## src/sv/mdpt_pkg.sv

```systemverilog
// shared constants and control structs for the mesh duplicate packet table
// no dependencies; used by every other file in sv/ except mdpt_ram
`default_nettype none

package mdpt_pkg;

   localparam int TABLE_DEPTH = 16;
   localparam int ID_W        = 16;
   localparam int KEY_W       = 3 * ID_W;
   localparam int FILL_W      = 5;

   // controller to datapath
   typedef struct packed {
      logic accept;     // word taken on the request channel
      logic scan;       // read one table entry this cycle
      logic load_out;   // move the finished result into the response register
   } cmd_type;

   // datapath to controller
   typedef struct packed {
      logic req_insert; // the word on the request channel is an insert
      logic empty;      // no valid entries
      logic last;       // entry being read is the last valid one
   } status_type;

endpackage

`default_nettype wire

```

## src/sv/mdpt_ifs.sv

```systemverilog
// request and response channel interfaces for the duplicate packet table
// depends on mdpt_pkg for field widths
`default_nettype none

interface mdpt_req_if;
   logic                      valid;
   logic                      ready;
   logic                      func;
   logic [mdpt_pkg::ID_W-1:0] network_id;
   logic [mdpt_pkg::ID_W-1:0] sender_id;
   logic [mdpt_pkg::ID_W-1:0] packet_id;

   modport source (output valid, output func, output network_id, output sender_id,
                   output packet_id, input ready);
   modport sink   (input valid, input func, input network_id, input sender_id,
                   input packet_id, output ready);
endinterface

interface mdpt_rsp_if;
   logic                        valid;
   logic                        ready;
   logic                        hit;
   logic                        flushed;
   logic [mdpt_pkg::FILL_W-1:0] fill_count;

   modport source (output valid, output hit, output flushed, output fill_count,
                   input ready);
   modport sink   (input valid, input hit, input flushed, input fill_count,
                   output ready);
endinterface

`default_nettype wire

```

## src/sv/mdpt_ram.sv

```systemverilog
// generic single write port, single read port ram with registered read data
// no dependencies
`default_nettype none

module mdpt_ram #(
   parameter int WIDTH = 48,
   parameter int DEPTH = 16
) (
   input  wire logic                                     clock,
   input  wire logic                                     wr_en,
   input  wire logic [$clog2(DEPTH > 1 ? DEPTH : 2)-1:0] wr_addr,
   input  wire logic [WIDTH-1:0]                         wr_data,
   input  wire logic                                     rd_en,
   input  wire logic [$clog2(DEPTH > 1 ? DEPTH : 2)-1:0] rd_addr,
   output      logic [WIDTH-1:0]                         rd_data
);

   logic [WIDTH-1:0] mem_ff [DEPTH];
   logic [WIDTH-1:0] rd_data_ff;

   always_ff @(posedge clock) begin
      if (wr_en) begin
         mem_ff[wr_addr] <= wr_data;
      end
      if (rd_en) begin
         rd_data_ff <= mem_ff[rd_addr];
      end
   end

   assign rd_data = rd_data_ff;

endmodule

`default_nettype wire

```

## src/sv/mdpt_ctrl.sv

```systemverilog
// controller for the duplicate packet table: sequences lookup scan and result handoff
// depends on mdpt_pkg
`default_nettype none

module mdpt_ctrl (
   input  wire logic                 clock,
   input  wire logic                 reset,
   input  wire logic                 req_valid,
   output      logic                 req_ready,
   output      logic                 rsp_valid,
   input  wire logic                 rsp_ready,
   output      mdpt_pkg::cmd_type    cmd,
   input  wire mdpt_pkg::status_type status
);

   typedef enum logic [3:0] {
      ST_IDLE  = 4'b0001,
      ST_SCAN  = 4'b0010,
      ST_DRAIN = 4'b0100,
      ST_DONE  = 4'b1000
   } state_type;

   state_type state_ff, state_in;
   logic      rsp_valid_ff, rsp_valid_in;
   logic      out_free;

   assign out_free  = !rsp_valid_ff || rsp_ready;
   assign req_ready = (state_ff == ST_IDLE);
   assign rsp_valid = rsp_valid_ff;

   always_comb begin
      state_in     = state_ff;
      cmd          = '0;
      cmd.accept   = req_valid && req_ready;
      case (state_ff)
         ST_IDLE: begin
            if (cmd.accept) begin
               if (status.req_insert || status.empty) begin
                  state_in = ST_DONE;
               end else begin
                  state_in = ST_SCAN;
               end
            end
         end
         ST_SCAN: begin
            cmd.scan = 1'b1;
            if (status.last) begin
               state_in = ST_DRAIN;
            end
         end
         ST_DRAIN: begin
            // last read data is compared here
            state_in = ST_DONE;
         end
         ST_DONE: begin
            if (out_free) begin
               cmd.load_out = 1'b1;
               state_in     = ST_IDLE;
            end
         end
         default: begin
            state_in = ST_IDLE;
         end
      endcase
   end

   always_comb begin
      rsp_valid_in = rsp_valid_ff;
      if (cmd.load_out) begin
         rsp_valid_in = 1'b1;
      end else if (rsp_ready) begin
         rsp_valid_in = 1'b0;
      end
   end

   always_ff @(posedge clock) begin
      if (reset) begin
         state_ff     <= ST_IDLE;
         rsp_valid_ff <= 1'b0;
      end else begin
         state_ff     <= state_in;
         rsp_valid_ff <= rsp_valid_in;
      end
   end

endmodule

`default_nettype wire

```

## src/sv/mdpt_dp.sv

```systemverilog
// datapath for the duplicate packet table: key register, fill count, scan index,
// compare and the response register; depends on mdpt_pkg and mdpt_ram
`default_nettype none

module mdpt_dp #(
   parameter int TABLE_DEPTH = mdpt_pkg::TABLE_DEPTH
) (
   input  wire logic                          clock,
   input  wire logic                          reset,
   input  wire logic                          req_func,
   input  wire logic [mdpt_pkg::ID_W-1:0]     req_network_id,
   input  wire logic [mdpt_pkg::ID_W-1:0]     req_sender_id,
   input  wire logic [mdpt_pkg::ID_W-1:0]     req_packet_id,
   output      logic                          rsp_hit,
   output      logic                          rsp_flushed,
   output      logic [mdpt_pkg::FILL_W-1:0]   rsp_fill_count,
   input  wire mdpt_pkg::cmd_type             cmd,
   output      mdpt_pkg::status_type          status
);

   localparam int IDX_W = $clog2(TABLE_DEPTH > 1 ? TABLE_DEPTH : 2);
   localparam int CNT_W = $clog2(TABLE_DEPTH + 1);
   localparam logic [CNT_W-1:0] DEPTH_CNT = CNT_W'(TABLE_DEPTH);
   localparam logic [CNT_W-1:0] ONE_CNT   = CNT_W'(1);

   logic [mdpt_pkg::KEY_W-1:0]  key_ff, req_key, rd_data;
   logic [CNT_W-1:0]            count_ff, count_in;
   logic [IDX_W-1:0]            idx_ff, idx_in, wr_addr;
   logic                        hit_ff, hit_in;
   logic                        flushed_ff, flushed_in;
   logic                        rd_pend_ff;
   logic                        full, wr_en;
   logic                        rsp_hit_ff, rsp_flushed_ff;
   logic [mdpt_pkg::FILL_W-1:0] rsp_fill_ff;

   assign req_key = {req_network_id, req_sender_id, req_packet_id};
   assign full    = (count_ff >= DEPTH_CNT);
   assign wr_en   = cmd.accept && req_func;
   // a full table is emptied, so the insert lands at entry 0
   assign wr_addr = full ? '0 : IDX_W'(count_ff);

   assign status.req_insert = req_func;
   assign status.empty      = (count_ff == '0);
   assign status.last       = ((CNT_W'(idx_ff) + ONE_CNT) == count_ff);

   mdpt_ram #(
      .WIDTH (mdpt_pkg::KEY_W),
      .DEPTH (TABLE_DEPTH)
   ) u_table (
      .clock   (clock),
      .wr_en   (wr_en),
      .wr_addr (wr_addr),
      .wr_data (req_key),
      .rd_en   (cmd.scan),
      .rd_addr (idx_ff),
      .rd_data (rd_data)
   );

   always_comb begin
      count_in   = count_ff;
      idx_in     = idx_ff;
      hit_in     = hit_ff;
      flushed_in = flushed_ff;
      if (cmd.accept) begin
         idx_in     = '0;
         hit_in     = 1'b0;
         flushed_in = req_func && full;
         if (req_func) begin
            count_in = full ? ONE_CNT : count_ff + ONE_CNT;
         end
      end else begin
         if (cmd.scan) begin
            idx_in = idx_ff + IDX_W'(1);
         end
         if (rd_pend_ff && (rd_data == key_ff)) begin
            hit_in = 1'b1;
         end
      end
   end

   always_ff @(posedge clock) begin
      if (reset) begin
         count_ff   <= '0;
         rd_pend_ff <= 1'b0;
      end else begin
         count_ff   <= count_in;
         rd_pend_ff <= cmd.scan;
      end
   end

   always_ff @(posedge clock) begin
      idx_ff     <= idx_in;
      hit_ff     <= hit_in;
      flushed_ff <= flushed_in;
      if (cmd.accept) begin
         key_ff <= req_key;
      end
      if (cmd.load_out) begin
         rsp_hit_ff     <= hit_ff;
         rsp_flushed_ff <= flushed_ff;
         rsp_fill_ff    <= mdpt_pkg::FILL_W'(count_ff);
      end
   end

   assign rsp_hit        = rsp_hit_ff;
   assign rsp_flushed    = rsp_flushed_ff;
   assign rsp_fill_count = rsp_fill_ff;

endmodule

`default_nettype wire

```

## src/sv/mesh_duplicate_packet_table_top.sv

```systemverilog
// top level of the mesh duplicate packet table
// depends on mdpt_pkg, mdpt_ifs, mdpt_ram, mdpt_ctrl and mdpt_dp
//
// usage
// - req_chan carries one word per packet: func (0 lookup, 1 insert) and the
//   identity triple network_id / sender_id / packet_id
// - rsp_chan returns exactly one word per request: hit, flushed and the
//   fill count after the request
// - a lookup reads the table ram one valid entry per cycle (those below the fill
//   count): n reads for n valid entries, then one state for the last compare,
//   then the hand-off once the response register is free; a lookup on an empty
//   table and an insert skip the scan and go straight to the hand-off
// - an insert writes the ram in the accept cycle; inserting into a full table
//   resets the count, writes entry 0 and flags flushed
// - one request in flight; the next is taken the cycle after the hand-off
// - the response register decouples the sides: a new request is accepted while
//   the previous response still waits, and a finished result holds in the
//   datapath until the receiver takes the old one
// - reset (synchronous, active high) empties the table by clearing the fill
//   count; the ram contents are not cleared and need no sweep
`default_nettype none

module mesh_duplicate_packet_table_top #(
   parameter int TABLE_DEPTH = mdpt_pkg::TABLE_DEPTH
) (
   input wire logic   clock,
   input wire logic   reset,
   mdpt_req_if.sink   req_chan,
   mdpt_rsp_if.source rsp_chan
);

   mdpt_pkg::cmd_type    cmd;
   mdpt_pkg::status_type status;

   // sequencing: request accept, scan walk, result handoff
   mdpt_ctrl u_ctrl (
      .clock     (clock),
      .reset     (reset),
      .req_valid (req_chan.valid),
      .req_ready (req_chan.ready),
      .rsp_valid (rsp_chan.valid),
      .rsp_ready (rsp_chan.ready),
      .cmd       (cmd),
      .status    (status)
   );

   // table ram, fill count, compare and response payload
   mdpt_dp #(
      .TABLE_DEPTH (TABLE_DEPTH)
   ) u_dp (
      .clock          (clock),
      .reset          (reset),
      .req_func       (req_chan.func),
      .req_network_id (req_chan.network_id),
      .req_sender_id  (req_chan.sender_id),
      .req_packet_id  (req_chan.packet_id),
      .rsp_hit        (rsp_chan.hit),
      .rsp_flushed    (rsp_chan.flushed),
      .rsp_fill_count (rsp_chan.fill_count),
      .cmd            (cmd),
      .status         (status)
   );

endmodule

`default_nettype wire

```

## src/flat_wrapper.sv

```systemverilog
// flat-port wrapper written by rule: the top's interface ports become plain ports
module mesh_duplicate_packet_table_top_flat 
#(
   parameter int TABLE_DEPTH = mdpt_pkg::TABLE_DEPTH
)
  (clock, reset, req_chan_valid, req_chan_func, req_chan_network_id, req_chan_sender_id, req_chan_packet_id, req_chan_ready, rsp_chan_valid, rsp_chan_hit, rsp_chan_flushed, rsp_chan_fill_count, rsp_chan_ready);
  mdpt_req_if req_chan_i ();
  mdpt_rsp_if rsp_chan_i ();
  input wire logic clock;
  input wire logic reset;
  input wire logic [$bits(req_chan_i.valid)-1:0] req_chan_valid;
  input wire logic [$bits(req_chan_i.func)-1:0] req_chan_func;
  input wire logic [$bits(req_chan_i.network_id)-1:0] req_chan_network_id;
  input wire logic [$bits(req_chan_i.sender_id)-1:0] req_chan_sender_id;
  input wire logic [$bits(req_chan_i.packet_id)-1:0] req_chan_packet_id;
  output wire logic [$bits(req_chan_i.ready)-1:0] req_chan_ready;
  output wire logic [$bits(rsp_chan_i.valid)-1:0] rsp_chan_valid;
  output wire logic [$bits(rsp_chan_i.hit)-1:0] rsp_chan_hit;
  output wire logic [$bits(rsp_chan_i.flushed)-1:0] rsp_chan_flushed;
  output wire logic [$bits(rsp_chan_i.fill_count)-1:0] rsp_chan_fill_count;
  input wire logic [$bits(rsp_chan_i.ready)-1:0] rsp_chan_ready;
  assign req_chan_i.valid = req_chan_valid;
  assign req_chan_i.func = req_chan_func;
  assign req_chan_i.network_id = req_chan_network_id;
  assign req_chan_i.sender_id = req_chan_sender_id;
  assign req_chan_i.packet_id = req_chan_packet_id;
  assign req_chan_ready = req_chan_i.ready;
  assign rsp_chan_valid = rsp_chan_i.valid;
  assign rsp_chan_hit = rsp_chan_i.hit;
  assign rsp_chan_flushed = rsp_chan_i.flushed;
  assign rsp_chan_fill_count = rsp_chan_i.fill_count;
  assign rsp_chan_i.ready = rsp_chan_ready;
  mesh_duplicate_packet_table_top #(.TABLE_DEPTH(TABLE_DEPTH)) u_core (.clock(clock), .reset(reset), .req_chan(req_chan_i), .rsp_chan(rsp_chan_i));
endmodule
```

## config.mk

```make
export PLATFORM = sky130hd
export DESIGN_NAME = mesh_duplicate_packet_table_top_flat
export DESIGN_NICKNAME = d
export VERILOG_FILES = /design/src/sv/mdpt_pkg.sv /design/src/sv/mdpt_ifs.sv /design/src/sv/mdpt_ram.sv /design/src/sv/mdpt_ctrl.sv /design/src/sv/mdpt_dp.sv /design/src/sv/mesh_duplicate_packet_table_top.sv /design/src/flat_wrapper.sv
export SDC_FILE = /design/constraint.sdc
export NUM_CORES = 1
export LEC_CHECK = 0
export ABC_CLOCK_PERIOD_IN_PS = 6820
export BUFFER_PORTS_ARGS = -buffer_cell sky130_fd_sc_hd__buf_4
export CORE_MARGIN = 5
export CORE_UTILIZATION = 50
export DETAILED_ROUTE_END_ITERATION = 7
export PLACE_DENSITY = 0.66
export SYNTH_ARGS = -nofsm -noshare
export SYNTH_HDL_FRONTEND = slang
export SYNTH_HIERARCHICAL = 1
export SYNTH_SLANG_ARGS = --single-unit
```

## constraint.sdc

```tcl
create_clock -name clock -period 6.82 [get_ports clock]
set_clock_uncertainty 0.2 [all_clocks]
set_input_delay 0.341 -clock clock [delete_from_list [all_inputs] [get_ports clock]]
set_output_delay 0.341 -clock clock [all_outputs]
set_load 0.1 [all_outputs]
```

==> summary.txt <==
Run status
  • Outcome: finished clean

Synthesis
  • EDFF count, synth: between 800 and 900
  • Dominant cells by area after synthesis: edfxtp_1 79%, mux4_2 13%, a22oi_1 2.2%
  • Mapped Cells: between 1000 and 1500
  • Register area share after synthesis: 0.796
  • Synth warn: 6
  • Top-area cell type share of the netlist area: 0.787
  • FFs w/ async S/R, synth: 0
  • Syn avg cell area: approximately 23 um^2
  • Post-synth top area cell: edfxtp_1
  • Distinct cells, synth: 48
  • Flops & latches, synth: roughly 890
  • Mapped Area: around 33000 um^2
  • Syn nets: 1528
  • Top_reg_cell synth: edfxtp_1

STA
  • Final worst setup slack: between 2000 and 2500 ps
  • Worst-Margin Slew: ~1200 ps
  • Minimum clock period: roughly 4800 ps
  • Fmax: ~0.21 GHz
  • Pins Over Slew Limit: 0
  • Setup TNS: 0 ps
  • Final Hold Vio Count: 0
  • Final hold slack: between 200 and 250 ps
  • Setup violators final: 0
  • Tcrit/Tclk final: 0.699
  • RSZ-0062 raised after global routing: false
  • Slew headroom: 0.200

Place
  • GP Congestion: around 0.77
  • Post-placement cell area: between 30000 and 40000 um^2
  • # port buffers: roughly 60
  • DP Wirelength: approximately 40 mm
  • Setup slack at placement: 2030 ps

Finish
  • Multi-input logic area: between 6000 and 7000 um^2
  • Share of layout cells above drive strength 1: 0.256
  • FF+latch area: ~27000 um^2
  • Fin nets: around 1700
  • Most common cell after layout, fill and taps aside: edfxtp_1
  • Fillers: about 4700
  • Final Cell Area: 38200 um^2
  • Most frequent cells in the layout: 872 x edfxtp_1, 192 x mux4_2, 96 x a22oi_1
  • Layout area overhead: 14.8%

Routing
  • Via/cell ratio: around 6
  • DRC viols: 0
  • Initial DRC count: ~1600
  • Routed WL: about 70 mm
  • Wire per inst: between 20 and 30 um
  • Routed Antenna Nets: 0
  • Detailed Routing Iterations Pass 1: 5
  • DR vias: approximately 15000

CTS
  • Clk root buf: clkbuf_16
  • Clock H-tree levels: 3
  • PostCTS Resize Cnt: 0
  • Reg clk slew, reported paths: ~60 ps
  • CTS tree: yes
  • Clk Latency, worst-skew pair: between 600 and 700 ps
  • CTS Buf Count: between 80 and 90
  • Sink Count: ~900
  • CTS max path bufs: 3

Worst setup path
  • WS Path Type: flip-flop to flip-flop
  • CP cell instances: nor4b_2 -> and2_4 -> nand2_1 -> inv_1 -> nand3b_1 -> nor2_4 -> buf_4
  • Worst EP arrival: just under 5000 ps
  • Crit path max fanout: 58
  • Worst setup SP type: flip-flop
  • Critical Path Sink Type: flip-flop
  • CP peak stage delay: around 1000 ps
  • Slowest-stage cell, CP: nor2_4
  • WP data required: 6900 ps

Pwr
  • Worst vdd ir: 0.203 mV
  • Leakage: approximately 12 nW
  • PD cells: ~290 nW/um^2

Global route
  • Vias in the first global route: about 16000
  • Grt ovf: 0
  • Largest net degree at the start of global routing: 134
  • Total Routing Usage GR: 0.198
  • First-pass GRT wire length: 104 mm
  • Initial antenna violation count: 1

Floorplanning
  • Initial core utilization: 0.505
  • IO Pins: between 60 and 70
  • Core area: between 60000 and 70000 um^2
  • Die Ht: 268 um
  • Die Area: 71800 um^2
  • Site row count: 94
  • Die Width: between 200 and 300 um

Hold path
  • HP Class: flip-flop to flip-flop

Flow run
  • Number of max-cap violations: 0
## critical path, delay by kind of cell (launching register included)
kind                   cells  cell delay [ps]
flip-flops                 1              450
AND/OR/NAND/NOR            5             2940
buffers and inverters      2              760
## report_power, final
| group | switching [mW] | leakage, nW | internal (mW) |
|---|---|---|---|
| combinational | 0.221 | 2.36 | 0.121 |
| sequential | 0.0249 | 8.00 | 6.06 |
| clock | 1.97 | 1.36 | 2.67 |
## cell usage after synthesis, types with 2 or more instances
| cell | n |
|---|---|
| nand2_1 | 54 |
| nand3_1 | 4 |
| buf_2 | 10 |
| xor2_1 | 17 |
| edfxtp_1 | 872 |
| xnor2_1 | 38 |
| a22oi_1 | 96 |
| nand3b_1 | 3 |
| nor4_1 | 4 |
| nand2b_1 | 4 |
| dfxtp_1 | 16 |
| buf_1 | 9 |
| o21ai_1 | 2 |
| nor2_1 | 33 |
| ha_1 | 3 |
| nand4_1 | 12 |
| nor3_1 | 7 |
| clkbuf_1 | 29 |
| and2_1 | 2 |
| inv_1 | 6 |
| buf_4 | 20 |
| nor4_2 | 2 |
| a21oi_1 | 8 |
| mux4_2 | 192 |
| nor2b_1 | 6 |
## layer usage
layer / wire [um] / global-route usage
met5: 12 / 0
met1: 29200 / 0.283
met3: 4850 / 0.0389
met2: 35000 / 0.324
met4: 1200 / 0.0468
## cells by family (layout without fill, tap and decap cells)
group                    Yosys count  count (layout)  share of synthesized area
AO/OA/AOI/OAI                    114             114                     0.0252
XOR/XNOR                          55              55                     0.0145
adder cells (fa/ha/maj)            3               3                    0.00113
buffers and inverters             76             309                     0.0112
flip-flops                       888             888                      0.796
multiplexers                     194             194                      0.131
other                              0               1                          0
AND/OR/NAND/NOR                  142             142                     0.0211
## registers in the layout, summed over array words and instances, names as in the netlist
register / count
u_core/u_dp/idx_ff: 4
u_core/u_ctrl/rsp_valid: 1
u_core/u_dp/flushed_ff: 1
u_core/u_dp/rsp_flushed: 1
u_core/u_dp/hit_ff: 1
u_core/u_dp/rd_pend_ff: 1
u_core/u_dp/count_ff: 5
u_core/u_ctrl/state_ff: 4
u_core/u_dp/rsp_hit: 1
u_core/u_dp/rsp_fill_count: 5
u_core/u_dp/key_ff: 48
u_core/u_dp/u_table/rd_data: 48
u_core/u_dp/u_table/mem_ff: 768
## worst paths after layout
path | startpoint | cells after the start | slack [ps] | to
worst min-delay path | u_core/u_dp/flushed_ff | 0 | 230 | u_core/u_dp/rsp_flushed
worst max register to register | u_core/u_ctrl/state_ff[0] | 7 | 2050 | u_core/u_dp/u_table/mem_ff[6][26]
worst min register to register | u_core/u_dp/flushed_ff | 0 | 230 | u_core/u_dp/rsp_flushed
worst max-delay path | u_core/u_ctrl/state_ff[0] | 7 | 2050 | u_core/u_dp/u_table/mem_ff[6][26]
## cell type report
cell class / instances / area share
sequential: 888 / 0.694
multi-input combinational: 508 / 0.172
clock buffer: 110 / 0.0604
timing repair buffer: 144 / 0.0324
tap: 864 / 0.0283
clock inverter: 48 / 0.0120
inverter: 7 / 0.000688
antenna: 1 / 0.0000655
## per-stage QoR
step                      instances  utilization  total power, mW
after floorplan                1472            -             6.36
after global placement         2358        0.530             6.51
after detailed placement       2358        0.530             6.53
after CTS                      2569        0.580             11.2
after global routing           2569        0.580             11.4
final                          2570        0.580             11.1
## timing repair
item / 4_1_cts / 5_1_grt
setup endpoints to repair: 0 / 0
hold endpoints to repair: 828 / 0
buffers inserted: 0 / 0
hold buffers: 53 / 0
Note: power is estimated with default switching activity, not from simulation.
